==> src/design/rcf_pkg.sv <==
`timescale 1ns / 1ps

package rcf_pkg;

    localparam int DEF_MAX_WIDTH      = 1024;
    localparam int DEF_COEF_FRAC_BITS = 12;

    localparam int PIX_W        = 24;
    localparam int CH_W         = 8;
    localparam int COEF_W       = 16;
    localparam int KROW_W       = 48;
    localparam int WIDTH_REG_W  = 11;
    localparam int HEIGHT_REG_W = 13;
    localparam int HEIGHT_LIMIT = 4096;
    localparam int CFG_IDX_W    = 3;

    localparam int PROD_W = COEF_W + CH_W + 1;
    localparam int SUM_W  = PROD_W + 4;

    localparam int FIFO_DEPTH = 8;
    localparam int FIFO_AW    = $clog2(FIFO_DEPTH);
    localparam int FIFO_CW    = $clog2(FIFO_DEPTH + 1);

    localparam logic [WIDTH_REG_W-1:0]  WIDTH_RESET  = 11'd512;
    localparam logic [HEIGHT_REG_W-1:0] HEIGHT_RESET = 13'd512;
    localparam logic [KROW_W-1:0]       KERNEL_RESET = 48'h01C7_01C7_01C7;

    localparam logic [CFG_IDX_W-1:0] REG_FRAME_WIDTH  = 3'd0;
    localparam logic [CFG_IDX_W-1:0] REG_FRAME_HEIGHT = 3'd1;
    localparam logic [CFG_IDX_W-1:0] REG_KERNEL_TOP   = 3'd2;
    localparam logic [CFG_IDX_W-1:0] REG_KERNEL_MID   = 3'd3;
    localparam logic [CFG_IDX_W-1:0] REG_KERNEL_BOT   = 3'd4;

    typedef logic [PIX_W-1:0]            t_pixel;
    typedef logic [8:0][PIX_W-1:0]       t_win;
    typedef logic [2:0][KROW_W-1:0]      t_kernel;

    typedef struct packed {
        logic valid;
        logic first_col;
        logic up_ok;
        logic lo_ok;
        logic emit;
        logic last;
    } t_tick_ctl;

    typedef struct packed {
        logic valid;
        logic last;
    } t_res_ctl;

endpackage

==> src/design/rcf_out_fifo.sv <==
`timescale 1ns / 1ps

module rcf_out_fifo import rcf_pkg::*; (
    input  logic               i_clk,
    input  logic               i_rst_n,
    input  logic               i_push,
    input  logic [PIX_W:0]     i_data,
    input  logic               i_ready,
    output logic               o_valid,
    output logic [PIX_W:0]     o_data,
    output logic [FIFO_CW-1:0] o_count
);

    logic [PIX_W:0]     r_mem [FIFO_DEPTH];
    logic [FIFO_AW-1:0] r_wr_ptr;
    logic [FIFO_AW-1:0] r_rd_ptr;
    logic [FIFO_CW-1:0] r_count;
    logic               pop;

    assign o_valid = (r_count != '0);
    assign pop     = o_valid && i_ready;
    assign o_data  = r_mem[r_rd_ptr];
    assign o_count = r_count;

    always_ff @(posedge i_clk) begin
        if (i_push) begin
            r_mem[r_wr_ptr] <= i_data;
        end
    end

    always_ff @(posedge i_clk) begin
        if (!i_rst_n) begin
            r_wr_ptr <= '0;
            r_rd_ptr <= '0;
            r_count  <= '0;
        end else begin
            if (i_push) begin
                r_wr_ptr <= r_wr_ptr + FIFO_AW'(1);
            end
            if (pop) begin
                r_rd_ptr <= r_rd_ptr + FIFO_AW'(1);
            end
            if (i_push && !pop) begin
                r_count <= r_count + FIFO_CW'(1);
            end else if (pop && !i_push) begin
                r_count <= r_count - FIFO_CW'(1);
            end
        end
    end

endmodule

==> config.mk <==
export PLATFORM = sky130hd
export DESIGN_NAME = rcf_out_fifo
export DESIGN_NICKNAME = d
export VERILOG_FILES = /design/src/design/rcf_pkg.sv /design/src/design/rcf_out_fifo.sv
export SDC_FILE = /design/constraint.sdc
export NUM_CORES = 1
export LEC_CHECK = 0
export CAP_MARGIN = 30
export CORE_MARGIN = 3
export CORE_UTILIZATION = 57
export DETAILED_ROUTE_END_ITERATION = 12
export DONT_BUFFER_PORTS = 1
export PLACE_DENSITY = 0.72
export SLEW_MARGIN = 20
export SYNTH_ARGS = -nofsm -noshare
export SYNTH_HDL_FRONTEND = slang
export SYNTH_SLANG_ARGS = --single-unit
==> constraint.sdc <==
create_clock -name i_clk -period 2.85 [get_ports i_clk]
set_clock_uncertainty 0.1 [all_clocks]
set_input_delay 0.285 -clock i_clk [delete_from_list [all_inputs] [get_ports i_clk]]
set_output_delay 0.285 -clock i_clk [all_outputs]
set_load 0.01 [all_outputs]
==> results of run 1 <==
-- cell usage after synthesis, drive strengths merged, types with 4 or more instances --
library cell | instances | area [um^2]
and2 | 7 | 43.8
buf | 13 | 96.3
clkbuf | 4 | 15.0
dfxtp | 13 | 260
edfxtp | 200 | 6010
ha | 5 | 62.6
mux2 | 25 | 282
mux4 | 50 | 1310
nand2 | 7 | 26.3
nand2b | 4 | 25.0
nor2 | 7 | 26.3
xnor2 | 5 | 43.8
-- state kept, by name, summed over array words and instances (netlist names), named ones only --
signal	count
r_mem	200
r_wr_ptr	3
o_count	4
r_rd_ptr	3
-- layout make-up --
| type | instances | area share (%) |
|---|---|---|
| Clock inverter | 12 | 1.39 |
| Clock buffer | 28 | 6.32 |
| Multi-Input combinational cell | 128 | 20.4 |
| Timing Repair Buffer | 43 | 5.07 |
| Inverter | 1 | 0.0386 |
| Tap cell | 180 | 2.32 |
| Sequential cell | 213 | 64.4 |
-- critical path: cells and delay by family (launching register included) --
family | cells | cell delay, ns
buffers and inverters | 1 | 0.46
muxes | 2 | 0.97
DFF | 1 | 0.32
-- worst paths after layout --
path,endpoint,depth (start not counted),start,slack [ns]
max,o_data[11],3,register,0.20
min,r_rd_ptr[2],3,i_ready,0.04
max reg2reg,o_count[3],9,o_count[1],0.27
min reg2reg,register,2,r_rd_ptr[1],0.41
-- through the flow --
stage | instances | setup slack, ns | power, uW | instance area [um^2]
after detailed placement | 537 | 0.291 | 5070 | 8700
after CTS | 605 | 0.151 | 8040 | 9730
after global placement | 537 | 0.328 | 5030 | 8700
after global routing | 605 | 0.0904 | 8270 | 9730
final | 605 | 0.202 | 7940 | 9730
after floorplan | 359 | 0.0788 | 4840 | 8340
-- power by group --
group / total [uW] / internal (uW) / switching (uW)
Combinational: 1390 / 734 / 654
Sequential: 3660 / 3550 / 108
Clock: 2900 / 1790 / 1110
Total: 7940 / 6080 / 1870
-- timing repair --
| item | in CTS | in global routing |
|---|---|---|
| hold buffers | 28 | 0 |
| hold endpoints to repair | 213 | 0 |
| resized for setup | 0 | 0 |
-- layer usage --
layer  wire length [um]  up-vias  part of all wire (%)
met5                  0        -                     0
li1                   -     1628                     -
met2               7410      112                    51
met3                855       24                   5.8
met4                336        0                   2.3
met1               6030     1892                    41
-- kinds of logic after synthesis --
family / after synthesis / synth area share (%)
xor gates and xnor gates: 6 / 0.630
adders and majority gates: 6 / 0.990
AOI/OAI and AO/OA: 5 / 0.375
muxes: 78 / 19.5
DFF: 213 / 75.1
buffers and inverters: 18 / 1.38
and+or+nand+nor: 33 / 2.04
==> metrics.csv, run 1 <==
metric;value;unit
CP startpoint kind;register;
Yosys reg bits;213;
layout cells sized above 1;20.2;%
Post-DRT Antenna Nets;0;
gr busiest metal;met2;
CTS Buffer Depth;3;
TritonRoute pass-1 iters;4;
max-cap check violation count;0;
final design utilization;69.0;%
Tot GR Track Use;18.7;%
most frequent cells in the layout;200 x edfxtp_1, 50 x mux4_1, 28 x dlygate4sd3_1;
syn_nets;394;
ys async rst share;0;%
Min Hold Slack;0.0364;ns
slowest cell on the critical path;mux4_1;
mapped cell area;8340;um^2
layout net count;444;
post-synthesis cell count;359;
top_reg_cell synth;edfxtp_1;
TritonCTS clock tree;yes;
routed length per instance;24.2;um
Worst Tran Pin Value;0.660;ns
WS Path Type;reg2out;
Seq. cell area;6270;um^2
drc violations;0;
CP Data Arrival Time;2.26;ns
commonest non-fill, non-tap cell in the layout;edfxtp_1;
port bufs;0;
multi-input combinational cell area;1990;um^2
largest net degree at the start of global routing;35;
M1 GR Usage;26.7;%
met3 GRT Util;3.76;%
area delta synth->final;16.6;%
Tmin final;2.65;ns
Core ar.;14100;um^2
clock-pin slew on the worst setup and hold paths;0.06;ns
initial antenna violation count;0;
required time worst endpoint;2.47;ns
clk sinks;213;
die span in y;127;um
total die area;16100;um^2
Clock Latency Late Sink;0.48;ns
first-pass GRT wire length;22.7;mm
Fin. Hold Viols;0;
PwrDens;817;nW/um^2
vias in the first global route;3878;
sequential area share after synthesis;75.1;%
fill cell count;835;
Period Utilization, post-route;92.9;%
CP max FO;34;
diode count;0;
initial core utilization;59.2;%
Post-Route WL;14.6;mm
met2 Track Usage GR;30.0;%
post-synth cell types;27;
Post-CTS Setup Bufs;0;
Die X-Extent;127;um
Slowest Stage Delay on Critical Path;0.64;ns
Max Clk Rate;0.378;GHz
First DRT Iteration DRCs;283;
Vias;3656;
Root Buffer;clkbuf_16;
VDD IR max;0.000710;V
CP cell instances;buf_4 -> mux4_1 -> mux2_2;
Final setup violation count;0;
Post-DP HPWL;8.32;mm
GR Overflow Total;0;
H-tree Lvls;1;
EDFF count, synth;200;
Mean Syn Cell Area;23.2;um^2
min-delay worst type;in2reg;
fin. max-slew vios;0;
Final Wtd Congestion;0.718;
Num CTS Buffers;22;
Yosys warning count;0;
headroom to the max-slew limit;55.7;%
status;completed;
LEAKAGE;0.00320;uW
RSZ-0062 raised after global routing;no;
Crit. End Element;primary output;
total negative slack;0;ns
Via density;6.04;
Rows;43;
num ports;59;
(Power assumes the default switching activity.)
==> run 2: changes to the inputs <==
--- a/config.mk
+++ b/config.mk
@@ -10,7 +10,7 @@
 export CORE_UTILIZATION = 57
 export DETAILED_ROUTE_END_ITERATION = 12
 export DONT_BUFFER_PORTS = 1
-export PLACE_DENSITY = 0.72
+export PLACE_DENSITY = 0.71
 export SLEW_MARGIN = 20
 export SYNTH_ARGS = -nofsm -noshare
 export SYNTH_HDL_FRONTEND = slang
==> metrics.csv, run 2 (synthesis gave the netlist of run 1 again) <==
metric;value;unit
die span in y;127;um
Post-Route WL;14.1;mm
sequential power share;49.2;%
H-tree Lvls;1;
min-delay worst type;in2reg;
most frequent cells in the layout;200 x edfxtp_1, 50 x mux4_1, 29 x dlygate4sd3_1;
Tmin final;2.64;ns
Internal Power;5720;uW
routed length per instance;23.5;um
Period Utilization, post-route;92.7;%
Via density;5.94;
CP max FO;42;
switching share of power;23.8;%
Num CTS Buffers;21;
commonest non-fill, non-tap cell in the layout;edfxtp_1;
fill cell count;863;
Net Sw Power;1790;uW
Tot GR Track Use;17.9;%
First DRT Iteration DRCs;287;
CP startpoint kind;register;
first-pass GRT wire length;21.8;mm
Final Wtd Congestion;0.748;
hold_buf cts;29;
Largest register FFs;200;
Crit. End Element;primary output;
CTS resizes;0;
Max Clk Rate;0.378;GHz
Die X-Extent;127;um
Final setup violation count;0;
vias in the first global route;3749;
TritonRoute pass-1 iters;4;
port bufs;0;
initial antenna violation count;1;
Post-DRT Antenna Nets;0;
Worst Tran Pin Value;0.682;ns
max-cap check violation count;0;
GR Overflow Total;0;
total negative slack;0;ns
multi-input combinational cell area;2020;um^2
status;completed;
num ports;59;
clk sinks;213;
VDD IR max;0.000736;V
Reg with most FFs;r_mem;
layout net count;443;
initial core utilization;59.2;%
TritonCTS clock tree;yes;
RSZ-0062 raised after global routing;no;
required time worst endpoint;2.47;ns
largest net degree at the start of global routing;43;
Fin. Hold Viols;0;
Post-CTS Setup Bufs;0;
CTS Buffer Depth;3;
Clk pwr share;32.9;%
final design utilization;68.0;%
Clock Latency Late Sink;0.48;ns
Reg2Reg Launch Point;o_count[1];
Rows;43;
hold_sp;i_ready;
LEAKAGE;0.00312;uW
Vias;3575;
Core ar.;14100;um^2
total die area;16100;um^2
clock-pin slew on the worst setup and hold paths;0.06;ns
fin. max-slew vios;0;
area delta synth->final;14.8;%
drc violations;0;
layout cells sized above 1;18.3;%
CP Data Arrival Time;2.26;ns
Root Buffer;clkbuf_16;
Post-DP HPWL;7.88;mm
Seq. cell area;6270;um^2
PwrDens;783;nW/um^2
WS Path Type;reg2out;
headroom to the max-slew limit;54.5;%
setup slack after layout;0.207;ns
pre-CTS setup slack;0.267;ns
combinational share of power;17.9;%
[run 2: changes by cell type in the layout (fill, tap and decap cells not counted), sizes merged]
cell,change
clkinv,-4
clkinvlp,-1
inv,+1
buf,-1
dlygate4sd3,+1
diode,+1
clkbuf,+3
bufinv,-3
[run 2: final cells by class]
cell class / count / area share (%)
multi-input combinational: 128 / 21.0
clock buffer: 31 / 6.19
tap: 180 / 2.35
antenna: 1 / 0.0261
inverter: 1 / 0.0392
clock inverter: 5 / 0.274
timing repair buffer: 43 / 4.65
sequential: 213 / 65.4
[run 2: layer usage]
metal | GRT usage (%) | up-vias | part of all wire (%)
met2 | 30.2 | 72 | 51
met3 | 3.47 | 25 | 4.9
li1 | - | 1631 | -
met1 | 24.5 | 1847 | 41
met4 | 4.35 | 0 | 2.3
met5 | 0 | - | 0
[run 2: worst max-delay path, stage by stage (launching register included)]
cell     delay, ns
dfxtp_2       0.50
buf_12        0.33
mux4_1        0.61
mux2_2        0.33
[run 2: path summary, 6_finish.rpt]
path | end | slack, ns | cells past startpoint
setup / recovery | o_data[10] | 0.21 | 3
hold reg to reg | register | 0.40 | 2
setup reg to reg | o_count[3] | 0.26 | 9
hold / removal | r_rd_ptr[2] | 0.02 | 3
[run 2: metrics by stage]
step                power, uW  area [um^2]  cells  hold slack (ns)
floorplan                4840         8340    359            0.284
global placement         5030         8670    536            0.284
detailed placement       5070         8670    536            0.284
CTS                      7600         9580    601           0.0154
global route             7820         9580    602           0.0510
finish                   7500         9580    602           0.0203
[run 2: power by group through the flow]
| stage | Combinational, uW | Clock [uW] | Sequential, uW |
|---|---|---|---|
| 5_1_grt | 1460 | 2650 | 3710 |
| 2_1_floorplan | 1170 | 0 | 3680 |
| 3_3_place_gp | 1280 | 0 | 3750 |
| 6_report | 1350 | 2470 | 3690 |
| 3_5_place_dp | 1300 | 0 | 3760 |
| 4_1_cts | 1370 | 2530 | 3700 |
==> run 3: changes to the inputs <==
==> constraint.sdc (replaced) <==
create_clock -name i_clk -period 2.85 [get_ports i_clk]
set_clock_uncertainty 0.1 [all_clocks]
set_input_delay 0.285 -clock i_clk [delete_from_list [all_inputs] [get_ports i_clk]]
set_output_delay 0.285 -clock i_clk [all_outputs]
set_load 0.05 [all_outputs]
==> metrics.csv, run 3 (synthesis gave the netlist of run 1 again) <==
metric;value;unit
Post-Route WL;14.6;mm
Final Wtd Congestion;0.709;
Period Utilization, post-route;93.3;%
GR Overflow Total;0;
PwrDens;872;nW/um^2
Register-to-Register Path Depth;9;
VDD IR max;0.000688;V
Internal Power;6020;uW
First DRT Iteration DRCs;266;
Root Buffer;clkbuf_16;
Max Clk Rate;0.376;GHz
initial core utilization;59.2;%
headroom to the max-slew limit;62.6;%
max-cap check violation count;0;
clk sinks;213;
Reg2Reg Capture Point;o_count[3];
port bufs;0;
fin. max-slew vios;0;
WS Path Type;reg2out;
Rows;43;
TritonRoute pass-1 iters;4;
CP max FO;24;
first-pass GRT wire length;22.9;mm
CTS Buffer Depth;3;
reg-to-reg slack, setup;0.26;ns
Clock Latency Late Sink;0.48;ns
Reg with most FFs;r_mem;
combinational share of power;24.5;%
Clk pwr share;32.9;%
H-tree Lvls;1;
largest net degree at the start of global routing;33;
min-delay worst type;in2reg;
total power;8450;uW
LEAKAGE;0.00319;uW
Die X-Extent;127;um
CP Data Arrival Time;2.27;ns
Num CTS Buffers;22;
layout net count;448;
initial antenna violation count;0;
die span in y;127;um
num ports;59;
switching share of power;28.8;%
Largest register FFs;200;
clock-pin slew on the worst setup and hold paths;0.06;ns
placed cell areas;8690;um^2
status;completed;
Vias;3680;
total negative slack;0;ns
diode count;0;
area delta synth->final;16.2;%
Post-DP HPWL;8.04;mm
RSZ-0062 raised after global routing;no;
vias in the first global route;3878;
Worst Tran Pin Value;0.560;ns
sequential power share;42.5;%
hold path endpoint;r_rd_ptr[2];
layout cells sized above 1;20.0;%
drc violations;0;
Crit. End Element;primary output;
Net Sw Power;2440;uW
Post-DRT Antenna Nets;0;
Post-CTS Setup Bufs;0;
hold path depth;3;
Fin. Hold Viols;0;
Via density;6.04;
total die area;16100;um^2
routed length per instance;24.0;um
cell area after layout;9700;um^2
hold_sp;i_ready;
CP startpoint kind;register;
Core ar.;14100;um^2
required time worst endpoint;2.47;ns
Reg2Reg Launch Point;o_count[1];
most frequent cells in the layout;200 x edfxtp_1, 50 x mux4_1, 28 x dlygate4sd3_1;
commonest non-fill, non-tap cell in the layout;edfxtp_1;
Tot GR Track Use;18.7;%
TritonCTS clock tree;yes;
Tmin final;2.66;ns
fill cell count;870;
Final setup violation count;0;
==> run 3: changes by cell type in the layout (fill, tap and decap cells not counted) <==
cell | previous run | this run
buf_4 | 10 | 16
clkbuf_1 | 7 | 4
clkinv_1 | 2 | 5
bufinv_16 | 0 | 2
clkbuf_16 | 21 | 23
buf_12 | 4 | 3
clkbuf_8 | 3 | 2
clkinv_2 | 2 | 3
diode_2 | 1 | 0
dlygate4sd3_1 | 29 | 28
inv_6 | 1 | 0
inv_8 | 0 | 1
==> run 3: layout make-up <==
cell class | count | area (um^2) | share of cell area [%]
clock inverters | 11 | 105 | 1.08
flip-flops and latches | 213 | 6270 | 64.6
multi-input cells | 128 | 2020 | 20.8
well taps | 180 | 225 | 2.32
repair buffers | 47 | 460 | 4.75
clock buffers | 29 | 618 | 6.37
inverters | 1 | 3.75 | 0.0387
==> run 3: stage by stage <==
stage               worst slack [ns]  util [%]  std cells  hold WS, ns
floorplan                     0.0788         -        359        0.284
global placement               0.333      61.7        541        0.284
detailed placement             0.280      61.7        541        0.284
CTS                            0.186      68.8        609       0.0339
global route                   0.126      68.8        609       0.0753
finish                         0.192      68.8        609       0.0408
==> run 3: metal layers <==
layer	global-route usage (%)	up-vias	wire, um
li1	-	1657	-
met1	24.9	1904	5950
met3	3.85	18	779
met2	32.6	101	7650
met5	0	-	0
met4	3.79	0	235
==> run 3: power groups by stage <==
stage	Sequential (uW)	Clock, uW	Combinational, uW
after detailed placement	3660	0	2020
after CTS	3600	2850	2090
after global placement	3660	0	1990
after global routing	3600	2990	2190
final	3600	2780	2070
after floorplan	3750	0	1690
==> run 3: worst max-delay path by stage <==
stage	startpoint	slack (ns)	cells past startpoint	end
floorplan	r_wr_ptr[2]	0.08	2	r_mem[0][0]
global placement	o_count[1]	0.33	9	o_count[3]
detailed placement	o_count[1]	0.28	9	o_count[3]
CTS	register	0.19	3	o_data[1]
global route	o_count[1]	0.13	9	o_count[3]
finish	register	0.19	3	o_data[1]
==> run 3: critical path, cell delays in order, from the launching register on <==
cell     delay, ns
dfxtp_2       0.33
buf_4         0.39
mux4_1        0.64
mux2_2        0.42
==> run 3: what timing repair did <==
item,CTS,global route
hold buffers,28,0
gates resized for setup,0,0
hold endpoints to repair,213,0
