File: config.mk
export PLATFORM = sky130hd
export DESIGN_NAME = rcf_window
export DESIGN_NICKNAME = d
export VERILOG_FILES = /design/src/design/rcf_pkg.sv /design/src/design/rcf_window.sv
export SDC_FILE = /design/constraint.sdc
export NUM_CORES = 1
export LEC_CHECK = 0
export BUFFER_PORTS_ARGS = -buffer_cell sky130_fd_sc_hd__clkbuf_2
export CAP_MARGIN = 20
export CORE_MARGIN = 5
export CORE_UTILIZATION = 60
export CTS_BUF_LIST = sky130_fd_sc_hd__clkbuf_8
export DETAILED_ROUTE_END_ITERATION = 8
export PLACE_DENSITY = 0.94
export SLEW_MARGIN = 15
export SYNTH_ARGS = -nofsm -noshare
export SYNTH_HDL_FRONTEND = slang
export SYNTH_SLANG_ARGS = --single-unit
File: constraint.sdc
create_clock -name i_clk -period 1.8 [get_ports i_clk]
set_input_delay 0.09 -clock i_clk [delete_from_list [all_inputs] [get_ports i_clk]]
set_output_delay 0.09 -clock i_clk [all_outputs]
set_load 0.005 [all_outputs]
File: src/design/rcf_pkg.sv
`timescale 1ns / 1ps

package rcf_pkg;

    localparam int DEF_MAX_WIDTH      = 1024;
    localparam int DEF_COEF_FRAC_BITS = 12;

    localparam int PIX_W        = 24;
    localparam int CH_W         = 8;
    localparam int COEF_W       = 16;
    localparam int KROW_W       = 48;
    localparam int WIDTH_REG_W  = 11;
    localparam int HEIGHT_REG_W = 13;
    localparam int HEIGHT_LIMIT = 4096;
    localparam int CFG_IDX_W    = 3;

    localparam int PROD_W = COEF_W + CH_W + 1;
    localparam int SUM_W  = PROD_W + 4;

    localparam int FIFO_DEPTH = 8;
    localparam int FIFO_AW    = $clog2(FIFO_DEPTH);
    localparam int FIFO_CW    = $clog2(FIFO_DEPTH + 1);

    localparam logic [WIDTH_REG_W-1:0]  WIDTH_RESET  = 11'd512;
    localparam logic [HEIGHT_REG_W-1:0] HEIGHT_RESET = 13'd512;
    localparam logic [KROW_W-1:0]       KERNEL_RESET = 48'h01C7_01C7_01C7;

    localparam logic [CFG_IDX_W-1:0] REG_FRAME_WIDTH  = 3'd0;
    localparam logic [CFG_IDX_W-1:0] REG_FRAME_HEIGHT = 3'd1;
    localparam logic [CFG_IDX_W-1:0] REG_KERNEL_TOP   = 3'd2;
    localparam logic [CFG_IDX_W-1:0] REG_KERNEL_MID   = 3'd3;
    localparam logic [CFG_IDX_W-1:0] REG_KERNEL_BOT   = 3'd4;

    typedef logic [PIX_W-1:0]            t_pixel;
    typedef logic [8:0][PIX_W-1:0]       t_win;
    typedef logic [2:0][KROW_W-1:0]      t_kernel;

    typedef struct packed {
        logic valid;
        logic first_col;
        logic up_ok;
        logic lo_ok;
        logic emit;
        logic last;
    } t_tick_ctl;

    typedef struct packed {
        logic valid;
        logic last;
    } t_res_ctl;

endpackage

File: src/design/rcf_window.sv
`timescale 1ns / 1ps

module rcf_window import rcf_pkg::*; (
    input  logic               i_clk,
    input  logic               i_rst_n,
    input  logic               i_clear,
    input  t_tick_ctl          i_ctl,
    input  t_pixel             i_pix,
    input  logic [2*PIX_W-1:0] i_lines,
    output t_win               o_win,
    output t_res_ctl           o_ctl
);

    t_win     r_win;
    t_win     r_fw;
    t_win     n_win;
    t_win     n_fw;
    t_res_ctl r_ctl;
    t_pixel   col [3];

    always_comb begin
        col[0] = i_ctl.up_ok ? i_lines[2*PIX_W-1:PIX_W] : '0;
        col[1] = i_ctl.lo_ok ? i_lines[PIX_W-1:0] : '0;
        col[2] = i_pix;
        for (int row = 0; row < 3; row++) begin
            n_fw[row*3+0] = r_win[row*3+1];
            n_fw[row*3+1] = r_win[row*3+2];
            n_fw[row*3+2] = i_ctl.first_col ? '0 : col[row];
            if (i_ctl.first_col) begin
                n_win[row*3+0] = '0;
                n_win[row*3+1] = '0;
                n_win[row*3+2] = col[row];
            end else begin
                n_win[row*3+0] = n_fw[row*3+0];
                n_win[row*3+1] = n_fw[row*3+1];
                n_win[row*3+2] = n_fw[row*3+2];
            end
        end
    end

    always_ff @(posedge i_clk) begin
        if (!i_rst_n || i_clear) begin
            r_win <= '0;
        end else if (i_ctl.valid) begin
            r_win <= n_win;
        end
    end

    always_ff @(posedge i_clk) begin
        if (i_ctl.valid) begin
            r_fw <= n_fw;
        end
    end

    always_ff @(posedge i_clk) begin
        if (!i_rst_n) begin
            r_ctl <= '0;
        end else begin
            r_ctl.valid <= i_ctl.valid && i_ctl.emit;
            r_ctl.last  <= i_ctl.last;
        end
    end

    assign o_win = r_fw;
    assign o_ctl = r_ctl;

endmodule

==> qor.csv, run 1 <==
metric,value,unit
outcome,completed,
syn_nets,993,
CTS tree,yes,
Final ANT Viol Nets,0,
Hold Fails Final Rpt,0,
reg2reg start,n_fw[117]$_SDFFE_PP0P_,
layout cell share with drive strength beyond 1,28.8,%
die area,0.0241,mm2
root buffer cell,clkbuf_8,
Worst-Margin Slew,717,ps
Core Area,0.0209,mm2
post-synthesis simple-gate area fraction,16.6,%
Crit path buffers/inverters,4,
Crit path max-delay family,buffers and inverters,
leakage power,6.45,nW
capture point of the critical path,n_fw[110]$_SDFFE_PP0P_,
first-pass GRT wire length,49600,um
# IOs,299,
main combinational cell family by area after synthesis,simple AND/OR/NAND/NOR gates,
P&R area growth vs syn,28.9,%
largest cells by area after synthesis,"edfxtp_1 51%, dfxtp_1 23%, nand2b_1 6.0%, a21oi_1 4.7%, nand3b_1 4.3%",
site row count,53,
Syn Std Cell Area,0.0127,mm2
critical path depth,6,
Crit Path Class,in2reg,
R2R setup slack,530,ps
CP Data Arrival Time,2140,ps
XOR/XNOR Fraction of Synth Area,0,%
Max-slew headroom,52.2,%
Chip Height,155,um
CP max stage delay,590,ps
Critical Path RT,2310,ps
Final min period,1630,ps
initial antenna violation count,3,
Initial DRT Pass Iterations,5,
Post-Synth Adder-Cell Area,0,%
Syn Inst Count,912,
top cell type's share of synthesized area,51.2,%
Seq cells post-synth,362,
"Critical Path, Cell by Cell","dlygate4sd3_1, clkbuf_2, nand3_1, dlygate4sd3_1, a21oi_1, dlygate4sd3_1",
total gr overflow,0,
RSZ-0062 raised after global routing,false,
Reg area,0.00941,mm2
via count,8788,
Vias/cell,5.41,
period utilisation layout,90.6,%
Slew Limit Fails,0,
"Power, Total",16.7,mW
htree depth,2,
Worst Skew,17.7,ps
final net count,1382,
final setup violation count,0,
fillcell total,1104,
Remaining DRCs,0,
Wirelength per Cell,20.5,um
number of global-route vias before repair,9041,
MaxCap Viol Count,0,
most frequent CP cell,dlygate4sd3_1,
Crit-path slowest cell,dlygate4sd3_1,
clock sinks,362,
Crit. Startpoint,i_lines[14],
"area leader, netlist",edfxtp_1,
total CTS buffers,53,
multi-input logic area,0.00295,mm2
Synth Area in Compound Gates,4.74,%
overall die width,155,um
Synth cell types,18,
GP Congestion,0.781,
HP Class,in2reg,
Post-CTS Setup Inserts,0,
initial core utilization,60.6,%
Max Buffers Root-to-Sink,3,
clk slew on worst S/H paths,70,ps
All-Layer GR Usage,26.4,%
final WL,33300,um
dpl hpwl,18900,um
Pwr Density,1020,mW/mm2
count of input and output buffers,298,
largest net degree at the start of global routing,98,
worst-path fanout max,2,
crit start category,input port,
Worst-Skew Late Latency,570,ps
synth warn,0,
Crit. End Element,flop,
fmax,613,MHz
1st-iter DRT viols,565,
Peak VDD IR,0.731,mV
reg2reg path depth,3,
"Seq/Total Area, Yosys",74.3,%
multiplexer share of the synthesized area,1.90,%
Mean Syn Cell Area,13.9,um2
reg2reg end,n_fw[117]$_SDFFE_PP0P_,
setup tns final,0,ps
registers in the layout, indices dropped and copies added, names as in the netlist:
signal,flops
o_win,216
o_ctl,2
n_fw,144
metal layers:
layer / wire length (um) / up-vias / GRT usage [%]
met2: 17200 / 495 / 46.7
met1: 11400 / 4191 / 29.7
met4: 1430 / 2 / 11.2
met5: 10 / - / 0
li1: - / 4000 / -
met3: 3230 / 100 / 7.96
kinds of logic after synthesis:
group                  after synthesis
AOI/OAI and AO/OA                  120
buffers and inverters               65
DFF                                362
muxes                               24
and+or+nand+nor                    341
worst register-to-register path, cell delays in order (launching register included):
cell and delay, ps:
dfxtp_1 380, nand2b_1 90, a21oi_1 160, dlygate4sd3_1 580
Yosys cell counts:
cell type,instances
nor2_1,24
dfxtp_1,146
clkbuf_2,4
clkbuf_1,26
nand3b_1,72
buf_4,4
mux2i_1,24
and2b_1,2
buf_6,1
nand3_1,48
nor2b_1,24
and2_1,49
buf_2,29
a21oi_1,120
nand2b_1,121
edfxtp_1,216
and3_1,1
buf_1,1
area by class of cell:
cell class	instances	share of cell area, %
flip-flops and latches	362	57.6
clock inverters	39	1.13
clock buffers	61	5.14
repair buffers	399	15.9
multi-input cells	485	18.1
well taps	275	2.11
diodes	2	0.0307
worst min path at each step:
| stage | depth (start not counted) | slack [ps] | start | endpoint |
|---|---|---|---|---|
| floorplan | 0 | 200 | i_ctl[5] | o_win[0]$_DFFE_PP_ |
| global placement | 2 | 300 | i_ctl[0] | o_ctl[0]$_SDFF_PN0_ |
| detailed placement | 2 | 300 | i_ctl[0] | o_ctl[0]$_SDFF_PN0_ |
| CTS | 4 | 20 | i_ctl[3] | n_fw[45]$_SDFFE_PP0P_ |
| global route | 4 | 60 | i_ctl[3] | n_fw[42]$_SDFFE_PP0P_ |
| finish | 4 | 80 | i_ctl[3] | n_fw[28]$_SDFFE_PP0P_ |
what timing repair did:
| action | CTS | global route |
|---|---|---|
| hold buffers | 82 | 0 |
| resized for setup | 0 | 2 |
| hold endpoints to repair | 159 | 0 |
| setup endpoints to repair | 0 | 2 |
power by group:
part	switching, mW	internal [mW]	total (mW)
combinational	0.628	0.545	1.17
sequential	0.130	9.08	9.21
clock	3.05	3.24	6.28
through the flow:
stage | setup WS (ps) | utilization [%] | std cells | area, um2 | hold WS (ps)
after floorplan | 850 | - | 912 | 12700 | 202
after global placement | 571 | 69.1 | 1438 | 14400 | 297
final | 169 | 78.2 | 1623 | 16300 | 77.4
after global routing | 149 | 78.2 | 1623 | 16300 | 55.1
after CTS | 47.6 | 78.0 | 1620 | 16300 | 24.0
after detailed placement | 519 | 69.1 | 1438 | 14400 | 300
layout by cell type, fill, tap and decap left out:
cell type,count
clkbuf_2,296
edfxtp_1,216
dfxtp_1,146
nand2b_1,120
a21oi_1,120
dlygate4sd3_1,81
nand3b_1,72
clkbuf_8,61
and2_1,49
nand3_1,48
inv_1,25
nor2b_1,24
mux2i_1,24
nor2_1,24
buf_4,10
buf_12,9
clkinv_2,6
clkinv_1,6
diode_2,2
and2b_1,2
nand2b_4,1
and3_1,1
clkinvlp_4,1
bufinv_16,1
clkbuf_16,1
dlymetal6s4s_1,1
buf_2,1
Power figures use the tool's default switching activity.
==> run 2, diff against run 1 <==
Settings changed: BUFFER_PORTS_ARGS -buffer_cell sky130_fd_sc_hd__clkbuf_2 to -buffer_cell sky130_fd_sc_hd__buf_2, CORE_MARGIN 5 to 2.
==> qor.csv, run 2 (synthesized netlist as in run 1, its figures left out) <==
metric,value,unit,change
CTS tree,yes,,
RSZ-0062 raised after global routing,false,,
total CTS buffers,54,,+1.9%
HP Class,in2reg,,
P&R area growth vs syn,29.5,%,
hold path start,i_ctl[3],,
Pwr Density,1040,mW/mm2,+1.7%
final setup violation count,0,,unchanged
Final min period,1730,ps,+103 ps
Remaining DRCs,0,,unchanged
Hold Fails Final Rpt,0,,unchanged
"most common cell after layout, fill and taps aside",buf_2,,
outcome,completed,,
MaxCap Viol Count,0,,unchanged
final net count,1386,,+0.29%
CP max stage delay,560,ps,-30 ps
GP Congestion,0.780,,-0.17%
crit start category,input port,,
die area,0.0223,mm2,-7.6%
Chip Height,149,um,-3.9%
Peak VDD IR,0.797,mV,+9.0%
Max Buffers Root-to-Sink,3,,unchanged
Core Area,0.0209,mm2,unchanged
fin util,78.5,%,+0.37 points
layout cell share with drive strength beyond 1,29.6,%,+0.80 points
CP Data Arrival Time,2230,ps,+90 ps
number of global-route vias before repair,8896,,-1.6%
Worst-Margin Slew,737,ps,+20.8 ps
root buffer cell,clkbuf_8,,
dpl hpwl,17800,um,-5.7%
Crit Path Class,in2reg,,
period utilisation layout,96.3,%,+5.7 points
Critical Path RT,2290,ps,-20 ps
Post-CTS Setup Inserts,0,,unchanged
initial core utilization,60.6,%,unchanged
largest net degree at the start of global routing,75,,-23%
clock sinks,362,,unchanged
# IOs,299,,unchanged
overall die width,149,um,-3.9%
"Power, Total",17.0,mW,+2.2%
Reg area,0.00941,mm2,unchanged
count of input and output buffers,298,,unchanged
Worst-Skew Late Latency,560,ps,about the same
most frequent cells in the layout,"297 x buf_2, 216 x edfxtp_1, 146 x dfxtp_1",,
leakage power,6.48,nW,+0.39%
initial antenna violation count,1,,-2
All-Layer GR Usage,28.6,%,+2.2 points
first-pass GRT wire length,49000,um,-1.2%
reg2reg start,n_fw[178]$_SDFFE_PP0P_,,
1st-iter DRT viols,662,,+17%
worst-path fanout max,61,,+59
Vias/cell,5.40,,-0.23%
clk slew on worst S/H paths,60,ps,about the same
Crit. End Element,flop,,
Slew Limit Fails,0,,unchanged
post-CTS resize count,0,,unchanged
Initial DRT Pass Iterations,5,,unchanged
multi-input logic area,0.00295,mm2,unchanged
via count,8784,,-0.046%
max reg flops,216,,unchanged
setup tns final,0,ps,unchanged
Crit. Startpoint,i_ctl[5],,
htree depth,2,,unchanged
final WL,32200,um,-3.2%
site row count,53,,unchanged
Crit-path slowest cell,dlygate4sd3_1,,
Wirelength per Cell,19.8,um,-3.4%
Max-slew headroom,50.8,%,-1.4 points
fillcell total,1111,,+0.63%
fmax,577,MHz,-5.9%
most frequent CP cell,dlygate4sd3_1,,
Final ANT Viol Nets,0,,unchanged
Worst Skew,19.2,ps,+1.58 ps
total gr overflow,0,,unchanged
"Critical Path, Cell by Cell","dlygate4sd3_1, buf_8, buf_4, and3_1, dlygate4sd3_1",,
run 2: cell count changes in the layout (fill, tap and decap cells not counted), moves of 3 or more:
| cell | previous run | this run |
|---|---|---|
| dlygate4sd3_1 | 81 | 77 |
| clkbuf_8 | 61 | 65 |
| buf_2 | 1 | 297 |
| clkinv_1 | 6 | 3 |
| buf_4 | 10 | 17 |
| clkbuf_2 | 296 | 0 |
run 2: area by class of cell:
| cell class | instances | area share [%] |
|---|---|---|
| tap | 275 | 2.10 |
| clock inverter | 36 | 1.21 |
| sequential | 362 | 57.4 |
| antenna | 1 | 0.0153 |
| clock buffer | 65 | 5.45 |
| timing repair buffer | 402 | 15.9 |
| multi-input combinational | 485 | 18.0 |
run 2: repair_timing:
action | in CTS | in global routing
endpoints found under the setup margin | 0 | 0
hold buffers | 77 | 0
endpoints found under the hold margin | 160 | 0
run 2: worst paths after layout:
kind / endpoint / slack, ps / cells past startpoint
setup / recovery: o_ctl[1]$_SDFF_PN0_ / 70 / 5
hold / removal: n_fw[27]$_SDFFE_PP0P_ / 70 / 4
setup reg to reg: n_fw[178]$_SDFFE_PP0P_ / 960 / 2
hold reg to reg: o_win[11]$_DFFE_PP_ / 410 / 0
run 2: worst max-delay path: cells and delay by family:
family                 cells  cell delay (ps)
buffers and inverters      4             1880
AND/OR/NAND/NOR            1              210
run 2: through the flow:
step | hold slack, ps | area [um2] | cells | setup WS (ps)
after floorplan | 202 | 12700 | 912 | 850
after global placement | 297 | 14500 | 1447 | 412
after detailed placement | 320 | 14500 | 1447 | 429
after CTS | 41.2 | 16400 | 1625 | 135
after global routing | 73.1 | 16400 | 1626 | 8.97
final | 71.7 | 16400 | 1626 | 65.8
run 2: power by group:
group	internal, mW	total, mW	switching [mW]
combinational	0.556	1.18	0.625
clock	3.56	6.65	3.10
sequential	9.08	9.20	0.119
run 2: layer usage:
layer | wire length [um] | share of wire [%] | vias to the layer above | GRT usage [%]
met2 | 16400 | 51 | 469 | 50.0
met1 | 11700 | 36 | 4201 | 33.3
met4 | 1240 | 3.8 | 0 | 11.6
met3 | 2840 | 8.8 | 99 | 8.17
met5 | 0 | 0 | - | 0
li1 | - | - | 4015 | -
==> run 3, diff against run 2 <==
Settings changed: CTS_BUF_LIST sky130_fd_sc_hd__clkbuf_8 to sky130_fd_sc_hd__clkbuf_2.
==> qor.csv, run 3 (synthesized netlist as in run 1, its figures left out) <==
metric,value,unit,change
final WL,37900,um,+18%
overall die width,149,um,unchanged
final setup violation count,0,,unchanged
power share of the clock group,35.1,%,-4.0 points
"Critical Path, Cell by Cell","dlygate4sd3_1, buf_2, buf_4, nand3_1, dlygate4sd3_1, a21oi_1, dlygate4sd3_1",,
Crit-path slowest cell,dlygate4sd3_1,,
Pwr Density,943,mW/mm2,-9.2%
site row count,53,,unchanged
"most common cell after layout, fill and taps aside",buf_2,,
Final ANT Viol Nets,0,,unchanged
dpl hpwl,17800,um,unchanged
Initial DRT Pass Iterations,5,,unchanged
Peak VDD IR,0.774,mV,-2.8%
CP Data Arrival Time,2530,ps,+300 ps
Fin Hold WS,72.5,ps,+0.778 ps
RSZ-0062 raised after global routing,false,,
hold path start,i_lines[17],,
layout cell share with drive strength beyond 1,31.5,%,+2.0 points
worst setup margin,14.5,ps,-51.3 ps
Worst-Skew Late Latency,900,ps,+340 ps
CP max stage delay,600,ps,+40 ps
most frequent CP cell,dlygate4sd3_1,,
first-pass GRT wire length,56900,um,+16%
fillcell total,1042,,-6.2%
largest net degree at the start of global routing,75,,unchanged
die area,0.0223,mm2,unchanged
Post-CTS Setup Inserts,0,,unchanged
clk slew on worst S/H paths,130,ps,+70 ps
Crit. End Element,flop,,
MaxCap Viol Count,0,,unchanged
Seq pwr share,56.3,%,+2.3 points
leakage power,6.95,nW,+7.3%
R2R setup slack,500,ps,-460 ps
Core Area,0.0209,mm2,unchanged
capture point of the critical path,n_fw[109]$_SDFFE_PP0P_,,
Max Buffers Root-to-Sink,3,,unchanged
1st-iter DRT viols,742,,+12%
# IOs,299,,unchanged
critical path depth,7,,+2
CTS tree,yes,,
Max-slew headroom,38.6,%,-12 points
Psw,4.26,mW,+11%
total gr overflow,0,,unchanged
outcome,completed,,
worst-path fanout max,24,,-61%
Comb power frac,8.6,%,+1.7 points
Crit. Startpoint,i_ctl[2],,
setup tns final,0,ps,unchanged
reg2reg start,n_fw[96]$_SDFFE_PP0P_,,
GP Congestion,0.780,,unchanged
via count,9913,,+13%
Worst-Margin Slew,921,ps,+184 ps
Int Pwr,12.1,mW,-8.5%
Crit Path Class,in2reg,,
HP Class,in2reg,,
All-Layer GR Usage,33.9,%,+5.3 points
reg2reg path depth,3,,+1
htree depth,3,,+1
final net count,1528,,+10%
number of global-route vias before repair,10259,,+15%
Hold Fails Final Rpt,0,,unchanged
dpl ws,429,ps,unchanged
initial antenna violation count,1,,unchanged
Final min period,1790,ps,+51.3 ps
Chip Height,149,um,unchanged
count of input and output buffers,298,,unchanged
P&R area growth vs syn,36.8,%,
clock sinks,362,,unchanged
initial core utilization,60.6,%,unchanged
Critical Path RT,2550,ps,+260 ps
Sw Share,26.1,%,+3.5 points
Vias/cell,5.52,,+2.2%
Crit path max-delay family,buffers and inverters,,
Wirelength per Cell,21.1,um,+6.7%
Remaining DRCs,0,,unchanged
root buffer cell,clkbuf_2,,
Crit path buffers/inverters,5,,+1
period utilisation layout,99.2,%,+2.9 points
Worst Skew,104,ps,+85.2 ps
total CTS buffers,84,,+56%
crit start category,input port,,
fmax,560,MHz,-2.9%
Slew Limit Fails,0,,unchanged
max reg flops,216,,unchanged
most frequent cells in the layout,"298 x buf_2, 216 x edfxtp_1, 182 x dlygate4sd3_1",,
reg2reg end,n_fw[96]$_SDFFE_PP0P_,,
==> run 3: cell types whose count changed in the layout (fill, tap and decap cells not counted), sizes merged <==
cell,previous run,this run
clkinvlp,1,3
inv,25,1
clkinv,8,13
buf,325,331
clkbuf,65,139
dlymetal6s4s,0,1
dlygate4sd3,77,182
==> run 3: layout make-up <==
cell class | instances | area [um2] | share of cell area [%]
clock buffer | 139 | 696 | 4.02
clock inverter | 19 | 135 | 0.780
tap | 275 | 344 | 1.99
multi-input combinational | 485 | 2960 | 17.1
sequential | 362 | 9410 | 54.3
timing repair buffer | 514 | 3770 | 21.8
antenna | 1 | 2.50 | 0.0144
==> run 3: worst min path at each step <==
stage / to / depth (start not counted)
2_1_floorplan: o_win[0]$_DFFE_PP_ / 0
3_3_place_gp: o_ctl[0]$_SDFF_PN0_ / 2
3_5_place_dp: o_ctl[0]$_SDFF_PN0_ / 2
4_1_cts: o_win[141]$_DFFE_PP_ / 3
5_1_grt: o_win[156]$_DFFE_PP_ / 4
6_report: o_win[137]$_DFFE_PP_ / 3
==> run 3: repair_timing <==
action,in CTS,in global routing
resized for setup,0,3
setup endpoints to repair,0,18
endpoints found under the hold margin,434,0
hold buffers,196,0
==> run 3: metrics by stage <==
step           area (um2)  util (%)  cells  total power [mW]
6_report            17300      82.9   1795              16.3
5_1_grt             17300      82.9   1795              16.9
4_1_cts             17400      83.2   1801              16.0
3_5_place_dp        14500      69.6   1447              10.4
3_3_place_gp        14500      69.6   1447              10.3
2_1_floorplan       12700         -    912              9.75
==> run 3: worst min-delay path, cell delays in order <==
cell	delay, ps
dlygate4sd3_1	520
buf_2	100
and2_1	120
==> run 3: power by group through the flow <==
stage          combinational [mW]  sequential [mW]  clock [mW]
2_1_floorplan               0.361             9.39           0
3_3_place_gp                0.980             9.35           0
3_5_place_dp                 1.01             9.36           0
4_1_cts                      1.34             9.17        5.52
5_1_grt                      1.48             9.23        6.20
6_report                     1.40             9.20        5.73
==> run 3: per-layer routing <==
metal | vias up | part of all wire, % | global-route usage [%]
li1 | 4350 | - | -
met1 | 4784 | 34 | 36.6
met2 | 639 | 52 | 60.0
met3 | 140 | 8.9 | 9.63
met4 | 0 | 4.8 | 18.6
met5 | - | 0 | 0
